### src/txrb_pkg.sv
// ----------------------------------------------------------------------------
// txrb_pkg
// Shared types and constants for the transmit ring buffer with segment drain.
// ----------------------------------------------------------------------------
package txrb_pkg;

  // item kinds
  typedef enum logic [1:0] {
    KIND_RESERVE = 2'd0,
    KIND_DATA    = 2'd1,
    KIND_DONE    = 2'd2,
    KIND_FETCH   = 2'd3
  } kind_e;

  // result status codes
  typedef enum logic [1:0] {
    ST_OK          = 2'd0,
    ST_NO_ROOM     = 2'd1,
    ST_IN_PROGRESS = 2'd2,
    ST_IGNORED     = 2'd3
  } status_e;

  // input transaction
  typedef struct packed {
    kind_e       kind;
    logic [11:0] msg_length;
    logic [7:0]  byte_in;
    logic [11:0] fetch_addr;
  } item_t;

  // result transaction
  typedef struct packed {
    status_e     status;
    logic        start_valid;
    logic [11:0] start_offset;
    logic [12:0] start_length;
    logic [7:0]  byte_out;
    logic [31:0] lost_count;
    logic        draining;
  } result_t;

  // classified command between front and back
  typedef struct packed {
    kind_e       op;
    logic        zero_len;
    logic [11:0] msg_length;
    logic [7:0]  byte_in;
    logic [11:0] fetch_addr;
  } cmd_t;

  // result write from back to the result queue
  typedef struct packed {
    logic    valid;
    result_t res;
  } res_push_t;

  localparam int unsigned CMDQ_DEPTH = 2;
  localparam int unsigned RESQ_DEPTH = 4;
  localparam logic [31:0] LOST_MAX   = 32'hFFFF_FFFF;

endpackage

### src/txrb_outq.sv
// ----------------------------------------------------------------------------
// txrb_outq
// Result queue that decouples the back from the consumer.
// ----------------------------------------------------------------------------
module txrb_outq (
  input  logic                                  clk_i,
  input  logic                                  rst_ni,
  input  txrb_pkg::res_push_t                   res_i,
  input  logic                                  pop,
  output logic                                  empty,
  output txrb_pkg::result_t                     result_o,
  output logic [$clog2(txrb_pkg::RESQ_DEPTH):0] cnt_o
);

  localparam int unsigned QW = $clog2(txrb_pkg::RESQ_DEPTH);

  txrb_pkg::result_t q_mem [txrb_pkg::RESQ_DEPTH];
  logic [QW-1:0]     wp_q, rp_q;
  logic [QW:0]       cnt_q;
  logic              do_pop;

  assign empty    = (cnt_q == '0);
  assign do_pop   = pop & ~empty;
  assign result_o = q_mem[rp_q];
  assign cnt_o    = cnt_q;

  // pointers and fill count
  always_ff @(posedge clk_i or negedge rst_ni) begin
    if (!rst_ni) begin
      wp_q  <= '0;
      rp_q  <= '0;
      cnt_q <= '0;
    end else begin
      if (res_i.valid) begin
        wp_q <= wp_q + QW'(1);
      end
      if (do_pop) begin
        rp_q <= rp_q + QW'(1);
      end
      cnt_q <= cnt_q + (QW+1)'(res_i.valid) - (QW+1)'(do_pop);
    end
  end

  // storage
  always_ff @(posedge clk_i) begin
    if (res_i.valid) begin
      q_mem[wp_q] <= res_i.res;
    end
  end

  // the back never writes into a full queue
  a_no_overrun: assert property (@(posedge clk_i) disable iff (!rst_ni)
    res_i.valid |-> cnt_q < (QW+1)'(txrb_pkg::RESQ_DEPTH))
    else $error("result queue overrun");

endmodule

### config.mk
export PLATFORM = sky130hd
export DESIGN_NAME = txrb_outq
export DESIGN_NICKNAME = d
export VERILOG_FILES = /design/src/txrb_pkg.sv /design/src/txrb_outq.sv
export SDC_FILE = /design/constraint.sdc
export NUM_CORES = 1
export LEC_CHECK = 0
export BUFFER_PORTS_ARGS = -buffer_cell sky130_fd_sc_hd__buf_2
export CAP_MARGIN = 30
export CORE_AREA = 4 4 158 160
export CTS_CLUSTER_SIZE = 20
export DETAILED_ROUTE_END_ITERATION = 10
export DIE_AREA = 0 0 162 164
export MAX_ROUTING_LAYER = met4
export PLACE_DENSITY = 0.67
export SLEW_MARGIN = 10
export SYNTH_ARGS = -nofsm -noshare
export SYNTH_HDL_FRONTEND = slang
export SYNTH_SLANG_ARGS = --single-unit
export TNS_END_PERCENT = 20
### constraint.sdc
create_clock -name clk_i -period 2.95 [get_ports clk_i]
set_clock_uncertainty 0.1 [all_clocks]
set_input_delay 0.295 -clock clk_i [delete_from_list [all_inputs] [get_ports clk_i]]
set_output_delay 0.295 -clock clk_i [all_outputs]
set_load 0.05 [all_outputs]
After elaboration in Yosys (flattened, before gate mapping)
Memories as Yosys holds them, arrays and structs flattened. Index checks and enable logic that the tools add are counted.

Register bits: 7. Latch bits: 0. RAM bits: 276. Bits in read-only memories: 0. Bits of input ports: 73. Word-level logic and storage cells: 13. Memories kept: 1.

Memory list: q_mem (words 4, bits a word 69, rd ports 1, clocked after Yosys merged registers in 0, wr ports 1, RTL line txrb_outq.sv:17) `txrb_pkg::result_t q_mem [txrb_pkg::RESQ_DEPTH];`.

Add/subtract/negate cells: 4. Multiply operators: 0. Divide/modulo/power cells: 0. Magnitude comparators: 0. Equality and inequality tests: 0. Shifts and indexed selects: 0. Mux-type cells: 2. Bitwise gates (word level): 2. Reductions and logical operators: 1.

Operators with widths (count): $add 2x1->2 const B (2); $add 3x1->3 (1); $logic_not 3->1 (1); $sub 3x1->3 (1); $mux 1 (2); $and 1x1->1 (1); $not 1->1 (1).

Logic depth before layout (Yosys ltp)
Word-level depth: 4. Depth in mapped cells: 9.

Worst setup path before layout
OpenSTA, ideal clock, no wires.

Kind: register to register. Start point: register wp_q[0]. End point: memory q_mem[2][0] (netlist bit) (enable). Setup time: 434 ps. Arrival: 2238 ps. Data required time: 2416 ps. Setup slack: 178 ps. Stages on the path, launching flop included: 4. Path buffers: 0. Clock period less this slack: 2772 ps. Cells stage by stage: dfrtp_1 -> inv_1 -> ha_1 -> and2_1.

RTL lines: start, declared (RTL line txrb_outq.sv:18) `logic [QW-1:0] wp_q, rp_q;`; start signal, assigned (RTL line txrb_outq.sv:35) `wp_q <= wp_q + QW'(1);`; end, declared (RTL line txrb_outq.sv:17).

No word-level cell before the write port.

==> impl_results.md <==
- Outcome: finished, final reports clean
- Worst slack at placement: 0.578 ns
- Post-Synth Simple-Gate Area: 0.00324
- Clock Latency Late Sink: around 0.53 ns
- Die X: between 150 and 200 µm
- Port Buffers: about 150
- Tightest Hold Check Type: in -> async
- Initial Utilization: 0.446
- Initial antenna violation count: 1
- Post-synthesis cell count: 396
- Clock share of power: 0.230
- WP data arrival: approximately 2.4 ns
- Mapped Area: 10400 µm²
- Cell variety after synth: 19
- # hold bufs at CTS: between 70 and 80
- Clock buffer depth: 3
- Most frequent cells in the layout: edfxtp_1 (276), buf_2 (145), dlygate4sd3_1 (72)
- FP Rows: 56
- CTS clk-pin slew, worst paths: 0.06 ns
- Logic pwr share: 0.383
- Post-synthesis mux area share: 0.149
- H-Tree Depth: 1
- Synthesized area per cell: around 26 µm²
- Worst Path Required: between 2 and 3 ns
- Internal power: about 0.0090 W
- Pwr Density: between 1000 and 1500 nW/µm²
- RSZ-0062 raised after global routing: no
- Setup repair bufs after CTS: 0
- Max Transition Viols Final: 0
- Synth Area in Compound Gates: 0.00204
- Period utilization: 0.946
- DR pass1 iterations: 4
- Die Span Y: about 160 µm
- CTS tree: done
- Leak: 4.57 nW
- GRT overflow: 0
- Worst VDD drop: 0.798 mV
- F_max: 358 MHz
- Final GP Congestion: around 0.7
- Synth warn: 0
- Commonest non-fill, non-tap cell in the layout: edfxtp_1
- DR WL/cell: about 20 µm
- Post-synthesis adder-cell area fraction: 0.00912
- Post-Syn Nets: between 400 and 500
- Core area: roughly 23000 µm²
- Area Growth Syn to Fin: 26.3%
- Setup Crit Path Kind: reg -> out
- Nets@finish: approximately 720
- Sequential Power Share: 0.387
- Fin. Hold Viols: 0
- Final HPWL DP: 11700 µm
- Critical Path Fanout Max: 27
- Total CTS buffers: 29
- Number of global-route vias before repair: between 5000 and 6000
- Drt initial violations: roughly 230
- Area after DPL: roughly 12000 µm²
- Max_cap viols: 0
- Sequential fraction of the synthesis area: 0.811
- DIE AREA: ~27000 µm²
- Min cycle time layout: 2.79 ns
- Vias per cell: 5.01
- Post-synthesis xor/xnor area fraction: 0.00420
- Post_cts resized: 0
- Switch share: 0.382
- Ratio of cells with drive above 1 in the final layout: 0.411
- Post-DRT Antenna Nets: 0
- Slack of the critical path: roughly 0.16 ns
- Sw Pwr: around 0.0056 W
- CTS sink cnt: between 200 and 300
- Util after Layout: 0.563
- Worst setup SP type: flip-flop
- Largest family of logic cells by synthesized area: multiplexers
- Total track usage: 0.152
- Register bit total from synthesis: ~280
- Actual slew at the worst max-slew pin: 0.578 ns
- Area occupied by registers: around 8500 µm²
- Filler cell count: approximately 1800
- Total routed wirelength: a little under 20000 µm
- Area of the multi-input gates: roughly 1800 µm²
- Final setup fails: 0
- Root Driver: clkbuf_16
- Largest net degree at the start of global routing: 39
- Fin area: approximately 13000 µm²
- First-pass GRT wire length: 30300 µm
- Relative slew slack: 0.615
- DRC Markers: 0
- Via count: between 4000 and 5000
- IO Pins: ~150
- Crit path capture type: output port
- Reg2reg setup slack: roughly 0.6 ns
- Setup TNS: 0 ns
==> layer usage <==
| layer | wire length (µm) | part of all wire | track usage |
|---|---|---|---|
| met1 | 7890 | 0.40 | 0.188 |
| met2 | 10100 | 0.52 | 0.261 |
| met3 | 1140 | 0.058 | 0.0334 |
| met4 | 357 | 0.018 | 0.0327 |
| met5 | 0 | 0 | - |
==> critical path, cell delays in order, from the launching register on <==
cell and delay, ns:
dfrtp_4 0.80, buf_4 0.30, mux4_2 0.52, buf_2 0.23
==> flip-flops by register name (all words and copies together), names as in the netlist <==
name and cells:
q_mem 276, cnt_o 3, rp_q 2, wp_q 2
==> power groups by stage <==
stage / Clock [W] / Sequential, W / Combinational [W]
global placement: 0 / 0.00568 / 0.00554
detailed placement: 0 / 0.00573 / 0.00559
CTS: 0.00344 / 0.00566 / 0.00568
global route: 0.00361 / 0.00571 / 0.00588
floorplan: 0 / 0.00559 / 0.00449
finish: 0.00335 / 0.00563 / 0.00557
==> worst paths after layout <==
check / cells past startpoint / to / start
max: 3 / result_o[28] / rp_q[0]$_DFFE_PN0P_
min: 2 / wp_q[0]$_DFFE_PN0P_ / rst_ni
max reg2reg: 9 / cnt_o[2]$_DFF_PN0_ / cnt_o[1]$_DFF_PN0_
min reg2reg: 1 / wp_q[0]$_DFFE_PN0P_ / wp_q[0]$_DFFE_PN0P_
max in group asynchronous: 2 / rp_q[0]$_DFFE_PN0P_ / rst_ni
min in group clk_i: 2 / q_mem[0][41]$_DFFE_PP_ / res_i[41]
==> logic make-up after synthesis <==
logic type                 count (synthesis)
buffers and inverters                     23
and+or+nand+nor                            6
DFF                                      283
muxes                                     69
adders and majority gates                  7
AOI/OAI and AO/OA                          3
xor gates and xnor gates                   5
==> Yosys cell counts (all sizes together) <==
library cell  number  area share
and2               4      0.0024
buf               15       0.018
clkbuf             1     0.00036
nor3               1     0.00048
o311ai             1     0.00084
o21ai              1     0.00048
nand2              1     0.00036
mux4              69        0.15
inv                7      0.0025
xnor2              4      0.0034
xor2               1     0.00084
dfrtp              7       0.017
fa                 1      0.0019
edfxtp           276        0.79
o31ai              1     0.00072
ha                 6      0.0072
==> through the flow <==
step	std cells	power, W	hold WS (ns)
floorplan	396	0.0101	-0.101
global placement	857	0.0112	0.0328
detailed placement	857	0.0113	0.0410
CTS	979	0.0148	0.00980
global route	980	0.0152	0.0265
finish	980	0.0146	0.0335
==> final cells by class <==
class / instances / area share
diodes: 1 / 0.000190
clock buffers: 33 / 0.0562
inverters: 7 / 0.00200
multi-input cells: 90 / 0.134
repair buffers: 230 / 0.124
flip-flops and latches: 283 / 0.643
well taps: 319 / 0.0303
clock inverters: 17 / 0.0105
(Power assumes the default switching activity.)
