## config.mk

```make
export PLATFORM = sky130hd
export DESIGN_NAME = txrb_front
export DESIGN_NICKNAME = d
export VERILOG_FILES = /design/src/txrb_pkg.sv /design/src/txrb_front.sv
export SDC_FILE = /design/constraint.sdc
export NUM_CORES = 1
export LEC_CHECK = 0
export BUFFER_PORTS_ARGS = -buffer_cell sky130_fd_sc_hd__buf_4
export CAP_MARGIN = 15
export CORE_MARGIN = 4
export CORE_UTILIZATION = 40
export CTS_BUF_LIST = sky130_fd_sc_hd__clkbuf_16
export DETAILED_ROUTE_END_ITERATION = 10
export GPL_ROUTABILITY_DRIVEN = 0
export GPL_TIMING_DRIVEN = 0
export PLACE_DENSITY = 0.65
export SLEW_MARGIN = 20
export SYNTH_ARGS = -nofsm -noshare
export SYNTH_HDL_FRONTEND = slang
export SYNTH_SLANG_ARGS = --single-unit
```

## constraint.sdc

```tcl
create_clock -name clk_i -period 6 [get_ports clk_i]
set_clock_uncertainty 0.15 [all_clocks]
set_input_delay 1.5 -clock clk_i [delete_from_list [all_inputs] [get_ports clk_i]]
set_output_delay 1.5 -clock clk_i [all_outputs]
set_load 0.005 [all_outputs]
```

## src/txrb_pkg.sv

```systemverilog
// ----------------------------------------------------------------------------
// txrb_pkg
// Shared types and constants for the transmit ring buffer with segment drain.
// ----------------------------------------------------------------------------
package txrb_pkg;

  // item kinds
  typedef enum logic [1:0] {
    KIND_RESERVE = 2'd0,
    KIND_DATA    = 2'd1,
    KIND_DONE    = 2'd2,
    KIND_FETCH   = 2'd3
  } kind_e;

  // result status codes
  typedef enum logic [1:0] {
    ST_OK          = 2'd0,
    ST_NO_ROOM     = 2'd1,
    ST_IN_PROGRESS = 2'd2,
    ST_IGNORED     = 2'd3
  } status_e;

  // input transaction
  typedef struct packed {
    kind_e       kind;
    logic [11:0] msg_length;
    logic [7:0]  byte_in;
    logic [11:0] fetch_addr;
  } item_t;

  // result transaction
  typedef struct packed {
    status_e     status;
    logic        start_valid;
    logic [11:0] start_offset;
    logic [12:0] start_length;
    logic [7:0]  byte_out;
    logic [31:0] lost_count;
    logic        draining;
  } result_t;

  // classified command between front and back
  typedef struct packed {
    kind_e       op;
    logic        zero_len;
    logic [11:0] msg_length;
    logic [7:0]  byte_in;
    logic [11:0] fetch_addr;
  } cmd_t;

  // result write from back to the result queue
  typedef struct packed {
    logic    valid;
    result_t res;
  } res_push_t;

  localparam int unsigned CMDQ_DEPTH = 2;
  localparam int unsigned RESQ_DEPTH = 4;
  localparam logic [31:0] LOST_MAX   = 32'hFFFF_FFFF;

endpackage

```

## src/txrb_front.sv

```systemverilog
// ----------------------------------------------------------------------------
// txrb_front
// Accepts input transactions, classifies them and buffers them for the back.
// ----------------------------------------------------------------------------
module txrb_front (
  input  logic              clk_i,
  input  logic              rst_ni,
  input  logic              push,
  output logic              full,
  input  txrb_pkg::item_t   in_item_i,
  input  logic              cmd_pop_i,
  output logic              cmd_valid_o,
  output txrb_pkg::cmd_t    cmd_o
);

  localparam int unsigned QW = $clog2(txrb_pkg::CMDQ_DEPTH);

  txrb_pkg::cmd_t cmd_new;
  txrb_pkg::cmd_t q_mem [txrb_pkg::CMDQ_DEPTH];
  logic [QW-1:0]  wp_q, wp_d, rp_q, rp_d;
  logic [QW:0]    cnt_q, cnt_d;
  logic           do_push, do_pop;

  // classify the incoming item
  always_comb begin
    cmd_new.op         = in_item_i.kind;
    cmd_new.zero_len   = (in_item_i.msg_length == 12'd0);
    cmd_new.msg_length = in_item_i.msg_length;
    cmd_new.byte_in    = in_item_i.byte_in;
    cmd_new.fetch_addr = in_item_i.fetch_addr;
  end

  // queue control
  assign full        = (cnt_q == (QW+1)'(txrb_pkg::CMDQ_DEPTH));
  assign cmd_valid_o = (cnt_q != '0);
  assign do_push     = push & ~full;
  assign do_pop      = cmd_pop_i & cmd_valid_o;
  assign cmd_o       = q_mem[rp_q];

  always_comb begin
    wp_d  = do_push ? wp_q + QW'(1) : wp_q;
    rp_d  = do_pop ? rp_q + QW'(1) : rp_q;
    cnt_d = cnt_q + (QW+1)'(do_push) - (QW+1)'(do_pop);
  end

  always_ff @(posedge clk_i or negedge rst_ni) begin
    if (!rst_ni) begin
      wp_q  <= '0;
      rp_q  <= '0;
      cnt_q <= '0;
    end else begin
      wp_q  <= wp_d;
      rp_q  <= rp_d;
      cnt_q <= cnt_d;
    end
  end

  // queue storage
  always_ff @(posedge clk_i) begin
    if (do_push) begin
      q_mem[wp_q] <= cmd_new;
    end
  end

  // occupancy stays within the queue depth
  a_cmdq_bound: assert property (@(posedge clk_i) disable iff (!rst_ni)
    cnt_q <= (QW+1)'(txrb_pkg::CMDQ_DEPTH))
    else $error("command queue overflow");

endmodule

```

Yosys cells after proc, flatten, opt, wreduce, memory -nomap -nowiden --
Memories as Yosys holds them, arrays and structs flattened. Index checks and enable logic that the tools add are counted.
Storage, ports and cells: memory bits (writable) 70, logic and storage cells 16, output and inout port bits 37, bits in registers 4, memories kept 1, input bits 38
Memories:
- q_mem | depth 2, bits a word 35, read ports 1, clocked after memory_dff 0, write ports 1, line txrb_front.sv:19 | txrb_pkg::cmd_t q_mem [txrb_pkg::CMDQ_DEPTH];
Cells by class: bitwise operators 3, multiplexer cells 2, add/subtract/negate cells 4, equal/unequal tests 1, reduce and logical (&&, ||, !) cells 2
Operators by type and width (count):
- logical NOT 12 bit | 1
- adder 1 bit, second input constant | 2
- adder 2 x 1 -> 2 bit | 1
- bitwise AND 1 bit | 2
- equality test 2 bit, second input constant | 1
- two-way mux 1 bit | 2
- nonzero test 2 bit | 1
- subtractor 2 x 1 -> 2 bit | 1
- NOT 1 bit | 1

Depth between registers and ports, before layout --
depth in word-level cells 5, mapped depth 7

Worst setup path after synthesis --
OpenSTA, ideal clock, no wires.
path kind input to register, from input push, to memory q_mem[0][0] in the netlist's numbering (enable), stages on the path 2, path slack 2.350 ns, arrival time 3.073 ns, required time 5.423 ns, cell sequence nand2_1 -> nor2_1
Between the ends: cells in the longest elaborated chain, start to end 3
Ends and longest elaborated chain:
- start: declaration | line txrb_front.sv:8 | input logic push,
- bitwise AND 1 bit | line txrb_front.sv:36 | assign do_push = push & ~full;
- two-way mux 1 bit | line txrb_front.sv:60 | if (do_push) begin
- two-way mux 1 bit (implied by the code) | line txrb_front.sv:61 | q_mem[wp_q] <= cmd_new;
- end: declaration | line txrb_front.sv:19
No other way between the ends.

==> results.yml <==
sta:
  layout_worst_path_cycle_share_pct: 51.8
  relSlewSlack_pct: 59.8
  max_freq_mhz: 322
  setup-tns-final_ns: 0
  fin_crit_ns: 3.11
  tightest_slew_ns: 0.602
  setup_viol: 0
  timing.final.ws_setup_ns: 2.89
  rsz0062_at_grt: "false"
  finalHoldViolations: 0
  final_max_slew_viol_count: 0
synth:
  synth-seq-cells: 74
  netlist_area_mm2: 0.00288
  synth.distinct_cells: 16
  synth_area_leader_cell: "edfxtp_1"
  synth_warnings: 0
  synth_area_leaders: "edfxtp_1, mux2_4, dfrtp_1"
  syn_area_per_cell_um2: 22.0
  syn-num-nets: 171
  syn_inst: 131
  synth_seq_area_share_pct: 76.5
  synth_top_area_share_pct: 73.0
place:
  place_inst: 303
  port_buffers: 74
  pre_cts_ws_ns: 3.05
  dp_hpwl_um: 3420
clock_tree:
  cts_made_buffers: 9
  cts_buffer_depth: 2
  cts-root-buf: "clkbuf_16"
  clock_latency_ns: 0.32
  cts_sinks: 74
  tritoncts: "done"
  htree_levels: 3
  cts_setup_buffers: 0
  hold_buffers: 0
  cts_resized: 0
  clkSlewWorstSetupHoldPaths_ns: 0.06
critical_path:
  cp.depth: 4
  cp.arrival_ns: 1.46
  worst_setup_path_end_kind: "output pin"
  critical_path.max_fanout: 10
  cp_slowest_cell: "dfrtp_1"
  cp_cell_sequence: "buf_6 -> buf_6 -> mux2_4 -> buf_4"
  critPathBufInv: 3
  cp-startpoint: "rp_q"
  crit_family: "buffers and inverters"
  slowest_delay_ns: 0.34
  worstSetupStartpointType: "register"
  timing.rr.start: "cnt_q[1]"
  r2r_end: "q_mem[0][33]"
  path_class: "reg2out"
  worstRegToRegCells: 4
  r2r_setup_slack_ns: 4.14
  cpMostUsedCell: "buf_6"
  required_ns: 4.35
  critPathCapture: "cmd_o[16]"
drt:
  wl_per_cell_um: 15.4
  vias_per_cell: 4.56
  drt-total-wl_um: 4930
  drt_iter0_markers: 62
  drc: 0
  dr.pass1.iters: 3
  ant_nets: 0
  vias: 1455
worst_hold_path:
  hp-class: "reg2reg"
  min-delay-start: "cnt_q[1]"
finish:
  drive_gt1_share_pct: 59.6
  fin_nets: 258
  area_growth_pct: 36.8
  antennaDiodeCount: 0
  instances_no_fill: 319
  n_fill_cell: 552
grt:
  grt_overflow: 0
  met2_usage_pct: 19.3
  grt_use_total_pct: 12.0
  met1_usage_pct: 14.5
  grt_pass1_wl_um: 7650
  grt_pass1_vias: 1564
  grt_max_degree: 20
  antenna_found_initial: 0
  grt_busiest_layer: "met2"
  grt_use_met3_pct: 3.33
run:
  maxCapViolCount: 0
power_and_ir_drop:
  max-vdd-ir-drop_mv: 0.250
  p_leak_nw: 1.57
  cellPowerDensity_mw_per_mm2: 494
floorplan:
  core_area_mm2: 0.00691
  rows: 30
  die-area_mm2: 0.00862
  chipWidth_um: 92.8
  io_pins: 75
  chipHeight_um: 92.8
  start_util_pct: 41.7
status:
  status: "completed"
[how the worst min path moves through the flow]
stage / end / slack [ns] / depth (start not counted)
2_1_floorplan: cnt_q[1] / 0.31 / 1
3_3_place_gp: wp_q / 0.33 / 1
3_5_place_dp: cnt_q[1] / 0.35 / 1
4_1_cts: cnt_q[1] / 0.36 / 1
5_1_grt: cnt_q[1] / 0.38 / 1
6_report: cnt_q[1] / 0.36 / 1
[cells by family after synthesis]
| kind of cell | Yosys count | synth area share [%] |
|---|---|---|
| flops | 74 | 76.5 |
| mux | 35 | 17.5 |
| simple gates | 10 | 2.09 |
| buf+inv | 6 | 1.83 |
| xor+xnor | 4 | 1.22 |
| fa+ha+maj | 2 | 0.869 |
[area by class of cell]
class,instances,area [µm²],share of cell area [%]
repair buffers,76,611,15.5
plain buffers,4,45.0,1.14
multi-input cells,51,632,16.1
clock buffers,9,225,5.72
well taps,96,120,3.05
clock inverters,7,93.8,2.38
inverters,2,7.51,0.191
flip-flops and latches,74,2200,55.9
[layer usage]
metal | part of all wire [%] | vias up
li1 | - | 689
met4 | 2.0 | 0
met5 | 0 | -
met3 | 5.9 | 9
met2 | 48 | 50
met1 | 44 | 707
[Yosys cell counts (all sizes together)]
cell type,n
and2,1
mux2,35
nand2b,1
xor2,1
edfxtp,70
and3,2
nor4,3
dfrtp,4
or2,1
inv,2
nor2,1
ha,2
xnor2,3
nand2,1
buf,4
[stage by stage]
stage / hold slack (ns) / util [%] / area [µm²] / power, W
final: 0.360 / 57.0 / 3940 / 0.00194
after global routing: 0.378 / 57.0 / 3940 / 0.00204
after CTS: 0.362 / 57.0 / 3940 / 0.00198
after detailed placement: 0.354 / 52.4 / 3620 / 0.00141
after global placement: 0.334 / 51.4 / 3550 / 0.00138
after floorplan: 0.310 / - / 2880 / 0.00112
[cell usage in the layout, fill, tap and decap left out, drive strengths merged]
cell,Yosys,layout
and2,1,1
nand2b,1,1
nor2,1,1
and3,2,2
bufinv,0,2
clkinv,0,1
nor4,3,3
nand2,1,1
inv,2,2
ha,2,2
dfrtp,4,4
edfxtp,70,70
mux2,35,35
or2,1,1
clkbuf,0,9
xnor2,3,3
xor2,1,1
buf,4,80
clkinvlp,0,4
[flip-flops by register name (all words and copies together) (netlist names)]
register	count
cnt_q	2
rp_q	1
wp_q	1
q_mem	70
[power by group]
group          total (W)  internal [W]  switching (W)
combinational   0.000642      0.000386       0.000256
sequential      0.000742      0.000709      0.0000339
clock           0.000559      0.000362       0.000197
total            0.00194       0.00146       0.000487
Power figures use the tool's default switching activity.
